<file path="src/design/fdc_pkg.sv">
// shared types and constants for the deframer
package fdc_pkg;
  typedef enum logic [1:0] {PH_HUNT, PH_HEADER, PH_PAYLOAD, PH_CRC} phase_t;
  typedef enum logic [1:0] {REG_START_FIRST, REG_START_SECOND, REG_MAX_PAYLOAD,
                            REG_NONE} reg_idx_t;
  localparam logic [15:0] CRC_INIT = 16'hFFFF;
  localparam logic [15:0] CRC_POLY = 16'h1021;
  localparam int HDR_BYTES = 7;
  localparam int QUEUE_DEPTH = 2;

  function automatic logic [15:0] crc_byte(input logic [15:0] crc, input logic [7:0] b);
    logic [15:0] c;
    c = crc ^ {b, 8'h00};
    for (int k = 0; k < 8; k++) begin
      c = c[15] ? ((c << 1) ^ CRC_POLY) : (c << 1);
    end
    return c;
  endfunction

  typedef struct packed {
    logic [7:0]  data_byte;
    logic [7:0]  msg_type;
    logic [7:0]  flag_bits;
    logic [15:0] sequence_res;
    logic [15:0] payload_len;
    logic        is_last;
    logic        crc_ok;
  } result_t;
endpackage

</file>
<file path="src/design/fdc_front.sv">
// front part: hunts, collects header, checks crc, classifies bytes into results
module fdc_front (
  input  logic                   clk,
  input  logic                   rst,
  input  logic                   in_valid,
  input  logic [7:0]             in_byte,
  output logic                   in_take,
  input  logic [7:0]             start_first,
  input  logic [7:0]             start_second,
  input  logic [15:0]            max_payload,
  output logic                   res_valid,
  output fdc_pkg::result_t       res,
  input  logic                   res_room
);
  import fdc_pkg::*;

  phase_t      phase, phase_next;
  logic        saw_first, saw_first_next;
  logic [7:0]  hdr [HDR_BYTES];
  logic [2:0]  hcount, hcount_next;
  logic [15:0] pcount, pcount_next;
  logic [15:0] crc, crc_next;
  logic [7:0]  crc_low, crc_low_next;
  // rescan of stored header bytes after a bad length
  logic        rescan, rescan_next;
  logic [2:0]  rs_idx, rs_idx_next;
  logic [7:0]  rs_copy [HDR_BYTES];
  logic        hdr_wr;
  logic        copy_wr;
  logic [7:0]  cur;
  logic        step;
  logic [15:0] hlen;

  assign hlen = {hdr[6], hdr[5]};
  assign in_take = !rescan && res_room;
  assign step = rescan || (in_valid && res_room);
  assign cur = rescan ? rs_copy[rs_idx] : in_byte;

  always_comb begin
    phase_next = phase;
    saw_first_next = saw_first;
    hcount_next = hcount;
    pcount_next = pcount;
    crc_next = crc;
    crc_low_next = crc_low;
    rescan_next = rescan;
    rs_idx_next = rs_idx;
    hdr_wr = 1'b0;
    copy_wr = 1'b0;
    res_valid = 1'b0;
    res = '{data_byte: cur, msg_type: hdr[1], flag_bits: hdr[2],
            sequence_res: {hdr[4], hdr[3]}, payload_len: hlen,
            is_last: 1'b0, crc_ok: 1'b0};
    if (step) begin
      if (rescan) begin
        rs_idx_next = rs_idx + 3'd1;
        if (rs_idx == 3'(HDR_BYTES - 1)) rescan_next = 1'b0;
      end
      case (phase)
        PH_HUNT: begin
          if (saw_first && cur == start_second) begin
            phase_next = PH_HEADER;
            hcount_next = '0;
            saw_first_next = 1'b0;
            crc_next = crc_byte(crc_byte(CRC_INIT, start_first), start_second);
          end else begin
            saw_first_next = (cur == start_first);
          end
        end
        PH_HEADER: begin
          hdr_wr = 1'b1;
          crc_next = crc_byte(crc, cur);
          hcount_next = hcount + 3'd1;
          if (hcount == 3'(HDR_BYTES - 1)) begin
            // length check uses the byte arriving now as the high length byte
            if ({cur, hdr[5]} > max_payload) begin
              phase_next = PH_HUNT;
              saw_first_next = 1'b0;
              hcount_next = '0;
              copy_wr = 1'b1;
              rescan_next = 1'b1;
              rs_idx_next = '0;
            end else begin
              pcount_next = '0;
              saw_first_next = 1'b0;
              phase_next = ({cur, hdr[5]} == 16'd0) ? PH_CRC : PH_PAYLOAD;
            end
          end
        end
        PH_PAYLOAD: begin
          crc_next = crc_byte(crc, cur);
          pcount_next = pcount + 16'd1;
          res_valid = 1'b1;
          if (pcount + 16'd1 >= hlen) phase_next = PH_CRC;
        end
        default: begin
          if (!saw_first) begin
            crc_low_next = cur;
            saw_first_next = 1'b1;
          end else begin
            res_valid = 1'b1;
            res.data_byte = '0;
            res.is_last = 1'b1;
            res.crc_ok = ({cur, crc_low} == crc);
            phase_next = PH_HUNT;
            saw_first_next = 1'b0;
            hcount_next = '0;
            pcount_next = '0;
            crc_next = CRC_INIT;
          end
        end
      endcase
    end
  end

  always_ff @(posedge clk) begin
    if (rst) begin
      phase <= PH_HUNT;
      saw_first <= 1'b0;
      hcount <= '0;
      pcount <= '0;
      crc <= CRC_INIT;
      crc_low <= '0;
      rescan <= 1'b0;
      rs_idx <= '0;
    end else begin
      phase <= phase_next;
      saw_first <= saw_first_next;
      hcount <= hcount_next;
      pcount <= pcount_next;
      crc <= crc_next;
      crc_low <= crc_low_next;
      rescan <= rescan_next;
      rs_idx <= rs_idx_next;
    end
  end

  always_ff @(posedge clk) begin
    if (hdr_wr) hdr[hcount] <= cur;
    if (copy_wr) begin
      for (int i = 0; i < HDR_BYTES - 1; i++) rs_copy[i] <= hdr[i];
      rs_copy[HDR_BYTES - 1] <= cur;
    end
  end
endmodule

</file>
<file path="src/design/fdc_queue.sv">
// short queue between front and output side
module fdc_queue (
  input  logic             clk,
  input  logic             rst,
  input  logic             wr_valid,
  input  fdc_pkg::result_t wr_data,
  output logic             wr_room,
  output logic             rd_valid,
  output fdc_pkg::result_t rd_data,
  input  logic             rd_take
);
  import fdc_pkg::*;

  result_t    mem [QUEUE_DEPTH];
  logic       wp, rp;
  logic [1:0] cnt;

  assign wr_room = (cnt != 2'(QUEUE_DEPTH));
  assign rd_valid = (cnt != 2'd0);
  assign rd_data = mem[rp];

  always_ff @(posedge clk) begin
    if (rst) begin
      wp <= 1'b0;
      rp <= 1'b0;
      cnt <= '0;
    end else begin
      if (wr_valid && wr_room) wp <= ~wp;
      if (rd_take && rd_valid) rp <= ~rp;
      cnt <= cnt + 2'(wr_valid && wr_room) - 2'(rd_take && rd_valid);
    end
  end

  always_ff @(posedge clk) begin
    if (wr_valid && wr_room) mem[wp] <= wr_data;
  end
endmodule

</file>
<file path="src/design/frame_deframer_crc16.sv">
// Byte-serial deframer: hunts a two-byte start mark, collects a seven-byte
// header, passes payload words out tagged and ends each frame with a CRC-16
// verdict word. One input word per cycle while the two-entry output queue has
// room; after a header with an oversized length the front rescans the seven
// stored header bytes and takes no input meanwhile.
module frame_deframer_crc16 (
  input  logic        clk,
  input  logic        rst,
  input  logic        cfg_we,
  input  logic [1:0]  cfg_index,
  input  logic [15:0] cfg_data,
  input  logic        in_valid,
  output logic        in_stall,
  input  logic [7:0]  in_byte,
  output logic        out_valid,
  input  logic        out_stall,
  output logic [7:0]  data_byte,
  output logic [7:0]  msg_type,
  output logic [7:0]  flag_bits,
  output logic [15:0] sequence_res,
  output logic [15:0] payload_len,
  output logic        is_last,
  output logic        crc_ok
);
  import fdc_pkg::*;

  logic [7:0]  start_first, start_second;
  logic [15:0] max_payload;
  logic        take, res_valid, room;
  result_t     res, q_out;

  always_ff @(posedge clk) begin
    if (rst) begin
      start_first <= 8'h55;
      start_second <= 8'hAA;
      max_payload <= 16'd245;
    end else if (cfg_we) begin
      case (reg_idx_t'(cfg_index))
        REG_START_FIRST:  start_first <= cfg_data[7:0];
        REG_START_SECOND: start_second <= cfg_data[7:0];
        REG_MAX_PAYLOAD:  max_payload <= cfg_data;
        default: ;
      endcase
    end
  end

  fdc_front u_front (
    .clk, .rst, .in_valid, .in_byte, .in_take(take),
    .start_first, .start_second, .max_payload,
    .res_valid, .res, .res_room(room)
  );

  assign in_stall = !take;

  fdc_queue u_queue (
    .clk, .rst, .wr_valid(res_valid), .wr_data(res), .wr_room(room),
    .rd_valid(out_valid), .rd_data(q_out), .rd_take(!out_stall)
  );

  assign data_byte = q_out.data_byte;
  assign msg_type = q_out.msg_type;
  assign flag_bits = q_out.flag_bits;
  assign sequence_res = q_out.sequence_res;
  assign payload_len = q_out.payload_len;
  assign is_last = q_out.is_last;
  assign crc_ok = q_out.crc_ok;
endmodule

</file>
<file path="config.mk">
export PLATFORM = sky130hd
export DESIGN_NAME = frame_deframer_crc16
export DESIGN_NICKNAME = d
export VERILOG_FILES = /design/src/design/fdc_pkg.sv /design/src/design/fdc_front.sv /design/src/design/fdc_queue.sv /design/src/design/frame_deframer_crc16.sv
export SDC_FILE = /design/constraint.sdc
export NUM_CORES = 1
export LEC_CHECK = 0
export ABC_AREA = 1
export BUFFER_PORTS_ARGS = -buffer_cell sky130_fd_sc_hd__buf_2
export CORE_ASPECT_RATIO = 1.1
export CORE_MARGIN = 2
export CORE_UTILIZATION = 57
export CTS_BUF_LIST = sky130_fd_sc_hd__clkbuf_4 sky130_fd_sc_hd__clkbuf_8
export DETAILED_ROUTE_END_ITERATION = 12
export PLACE_DENSITY = 0.79
export SYNTH_ARGS = -nofsm -noshare
export SYNTH_HDL_FRONTEND = slang
export SYNTH_SLANG_ARGS = --single-unit
</file>
<file path="constraint.sdc">
create_clock -name clk -period 4.8 [get_ports clk]
set_input_delay 0.24 -clock clk [delete_from_list [all_inputs] [get_ports clk]]
set_output_delay 0.24 -clock clk [all_outputs]
set_load 0.005 [all_outputs]
</file>
==> impl_metrics.py <==
metrics = {
    "status": {
        "status": "finished clean",
    },
    "timing": {
        "worst_slew_margin_rel_pct": 19.4,
        "grt_setup_unrepaired": "no",
        "timing.final.setup_violations": 0,
        "finClkSkew_ps": 47.1,
        "setup_tns_final_ps": 0,
        "hold_viol_final": 0,
        "layout_worst_path_cycle_share_pct": 87.4,
        "finalWorstPathRequiredPeriod_ps": 4200,
        "max_clock_freq_ghz": 0.238,
        "final-max-slew-violation-count": 0,
        "worst_slack_ps": 605,
        "worstMarginPinSlew_ps": 1200,
        "hold_ws_ps": 78.1,
    },
    "setup_path": {
        "worstPathArrival_ps": 4720,
        "cp_data_required_time_ps": 5320,
        "rrSetupSlack_ps": 600,
        "cp_max_fo": 22,
        "worstReg2RegEnd": "u_front.pcount[14]",
        "worstSetupStartpointType": "flip-flop",
        "r2r.worst_path.cells": 17,
        "worst_setup_path_end_kind": "flip-flop",
        "setup.worst_path.class": "reg2reg",
    },
    "place": {
        "placement.setup.worst_slack_ps": 627,
        "number_of_input_and_output_port_buffers_inserted": 90,
        "dp_hpwl_um": 22900,
        "placer_s_final_routability_congestion_estimate": 0.933,
        "place.detailed.instances": 1731,
        "dpl_cell_area_mm2": 0.0150,
    },
    "job": {
        "max_capacitance_violation_count": 0,
    },
    "synthesis": {
        "synth-warning-count": 0,
        "synth_seq_cells": 318,
        "post_syn_instances": 1361,
        "asyncSetResetFlopFracSynth_pct": 0,
        "yosys.cell_types.count": 40,
        "postSynthNetCount": 1436,
        "seq_area_frac_synth_pct": 60.6,
        "post_synth.cell_area_avg_um2": 10.5,
        "synth_top_flop_cell": "sky130_fd_sc_hd__edfxtp_1",
        "number_of_flops_mapped_to_enable_cells_by_yosys": 228,
        "synth_area_mm2": 0.0143,
    },
    "floorplanning": {
        "row_count": 60,
        "initial_utilization_pct": 58.2,
        "die_area_mm2": 0.0263,
        "chipHeight_um": 170,
        "io_pins": 91,
        "core_region_area_mm2": 0.0245,
        "die-width_um": 155,
    },
    "clock_tree": {
        "tritoncts_sink_count": 318,
        "clock_tree_from_tritoncts": "built",
        "cts-root-to-sink-buffers": 3,
        "clock_tree.htree_level_count": 2,
        "cts-resized-gates": 0,
        "cts-root-buf": "sky130_fd_sc_hd__clkbuf_8",
        "cts_hold_repair.buffers": 17,
        "cts_setup_buffers": 0,
        "cts_inserted_buffers": 47,
        "clock_latency_ps": 600,
        "clkSlewWorstSetupHoldPaths_ps": 60,
    },
    "final_layout": {
        "synthToLayoutAreaGrowth_pct": 13.0,
        "most_frequent_cells_in_the_layout": "288 x sky130_fd_sc_hd__nand2_1, 228 x sky130_fd_sc_hd__edfxtp_1, 156 x sky130_fd_sc_hd__inv_1, 94 x sky130_fd_sc_hd__nand3_1, 90 x sky130_fd_sc_hd__buf_2",
        "finish.instance_area_mm2": 0.0161,
        "num_antenna_cells": 0,
        "finalNetCount": 1562,
        "layout.cells.non_filler": 1835,
        "layout-drive-gt1-share_pct": 18.4,
        "most_common_cell_after_layout_fill_and_taps_aside": "sky130_fd_sc_hd__nand2_1",
        "final_util_pct": 65.7,
    },
    "global_route": {
        "global_route.overflow_total": 0,
        "grt_pass1_vias": 9887,
        "antenna_found_initial": 0,
        "grtUsageTotal_pct": 25.0,
        "grt_start_max_net_pins": 60,
        "grt_pass1_wl_um": 51000,
    },
    "power_and_ir_drop": {
        "report.power.total_mw": 5.51,
        "peakVddDrop_mv": 0.196,
        "pwr_density_cell_mw_per_mm2": 341,
        "cellLeakagePower_nw": 6.71,
    },
    "min_path": {
        "timing.hold.worst_endpoint": "start_first[0]",
        "hold_path.class": "in2reg",
        "hold_start": "cfg_index[0]",
        "whs_path_depth": 4,
    },
    "route": {
        "drt_drc_violations_left": 0,
        "routed_wirelength_um": 32600,
        "number_of_iterations_in_the_first_detailed_routing_pass": 5,
        "detail_route.wl_per_cell_um": 17.8,
        "viasPerCell": 5.53,
        "first_iter_violations": 1120,
        "routed-via-count": 10100,
        "postRouteAntennaNets": 0,
    },
}
flip-flops by register name (all words and copies together), names as in the netlist, 8 cells and up, named ones only:
register and cells:
max_payload 16, start_first 8, start_second 8, u_front.crc 16, u_front.crc_low 8, u_front.hdr 56
u_front.pcount 16, u_front.rs_copy 56, u_queue.mem 116
power breakdown:
part | leakage, nW | switching (mW) | internal, mW
clock | 0.505 | 1.03 | 1.12
sequential | 2.78 | 0.0216 | 2.93
combinational | 3.43 | 0.239 | 0.165
total | 6.71 | 1.29 | 4.22
critical path, stage by stage (launching register included):
cell and delay, ps:
sky130_fd_sc_hd__dfxtp_1 520, sky130_fd_sc_hd__inv_1 400, sky130_fd_sc_hd__nor2_1 190, sky130_fd_sc_hd__nor2_1 50, sky130_fd_sc_hd__a21oi_1 150, sky130_fd_sc_hd__nand2_1 170
sky130_fd_sc_hd__nand2_2 190, sky130_fd_sc_hd__inv_1 230, sky130_fd_sc_hd__ha_1 380, sky130_fd_sc_hd__nand2_1 60, sky130_fd_sc_hd__nor4_1 260, sky130_fd_sc_hd__nand3_1 150
sky130_fd_sc_hd__nand3_1 150, sky130_fd_sc_hd__nand3_2 310, sky130_fd_sc_hd__nor2_1 490, sky130_fd_sc_hd__buf_4 250, sky130_fd_sc_hd__nand2_1 60, sky130_fd_sc_hd__a21oi_1 110
how the worst max path moves through the flow:
stage                          start  slack, ps  cells after the start                  to
detailed placement         flip-flop        630                     17   u_front.pcount[9]
floorplan           u_front.phase[1]        580                      8   u_queue.mem[1][0]
finish                     flip-flop        600                     17  u_front.pcount[14]
global route               flip-flop        140                     17  u_front.pcount[14]
global placement           flip-flop        870                     17  u_front.pcount[14]
CTS                        flip-flop        660                     17  u_front.pcount[12]
cells in the mapped netlist (3+ instances only):
cell	instances	area [µm²]
sky130_fd_sc_hd__nand2_1	288	1080
sky130_fd_sc_hd__a21oi_1	70	350
sky130_fd_sc_hd__o21ai_0	48	240
sky130_fd_sc_hd__nor4_1	5	31.3
sky130_fd_sc_hd__or2_2	13	81.3
sky130_fd_sc_hd__nand4_1	15	93.8
sky130_fd_sc_hd__xor2_1	32	280
sky130_fd_sc_hd__edfxtp_1	228	6850
sky130_fd_sc_hd__o211ai_1	13	97.6
sky130_fd_sc_hd__o21bai_1	4	30.0
sky130_fd_sc_hd__nor2_1	87	327
sky130_fd_sc_hd__mux2_2	58	653
sky130_fd_sc_hd__nand2_2	11	68.8
sky130_fd_sc_hd__nand3_1	94	470
sky130_fd_sc_hd__clkbuf_1	25	93.8
sky130_fd_sc_hd__nand2_4	3	33.8
sky130_fd_sc_hd__buf_1	4	15.0
sky130_fd_sc_hd__dfxtp_1	90	1800
sky130_fd_sc_hd__a22oi_1	12	90.1
sky130_fd_sc_hd__ha_1	44	551
sky130_fd_sc_hd__nor3_1	12	60.1
sky130_fd_sc_hd__buf_6	5	56.3
sky130_fd_sc_hd__xnor2_1	16	140
sky130_fd_sc_hd__buf_2	6	30.0
sky130_fd_sc_hd__inv_1	156	586
metal layers:
layer	share of wire, %	vias up	routed length [µm]	track usage, %
met5	0	-	0	0
met4	3.1	0	1000	9.30
met3	7.1	76	2300	3.95
met2	49	414	15900	42.4
met1	41	4788	13500	32.7
li1	-	4862	-	-
layout make-up:
type	count	area, µm²
Inverter	160	606
Sequential cell	318	8650
Clock inverter	19	111
Multi-Input combinational cell	841	4840
Tap cell	310	388
Fill cell	1861	8410
Timing Repair Buffer	119	723
Clock buffer	68	823
kinds of logic (layout without fill, tap and decap cells):
family / count (synthesis) / after routing / share of synthesized area [%]
compound gates: 155 / 155 / 6.09
xor+xnor: 48 / 48 / 2.94
mux: 58 / 58 / 4.57
fa+ha+maj: 44 / 44 / 3.86
buf+inv: 202 / 366 / 5.71
simple gates: 536 / 536 / 16.2
flops: 318 / 318 / 60.6
Power figures use the tool's default switching activity.
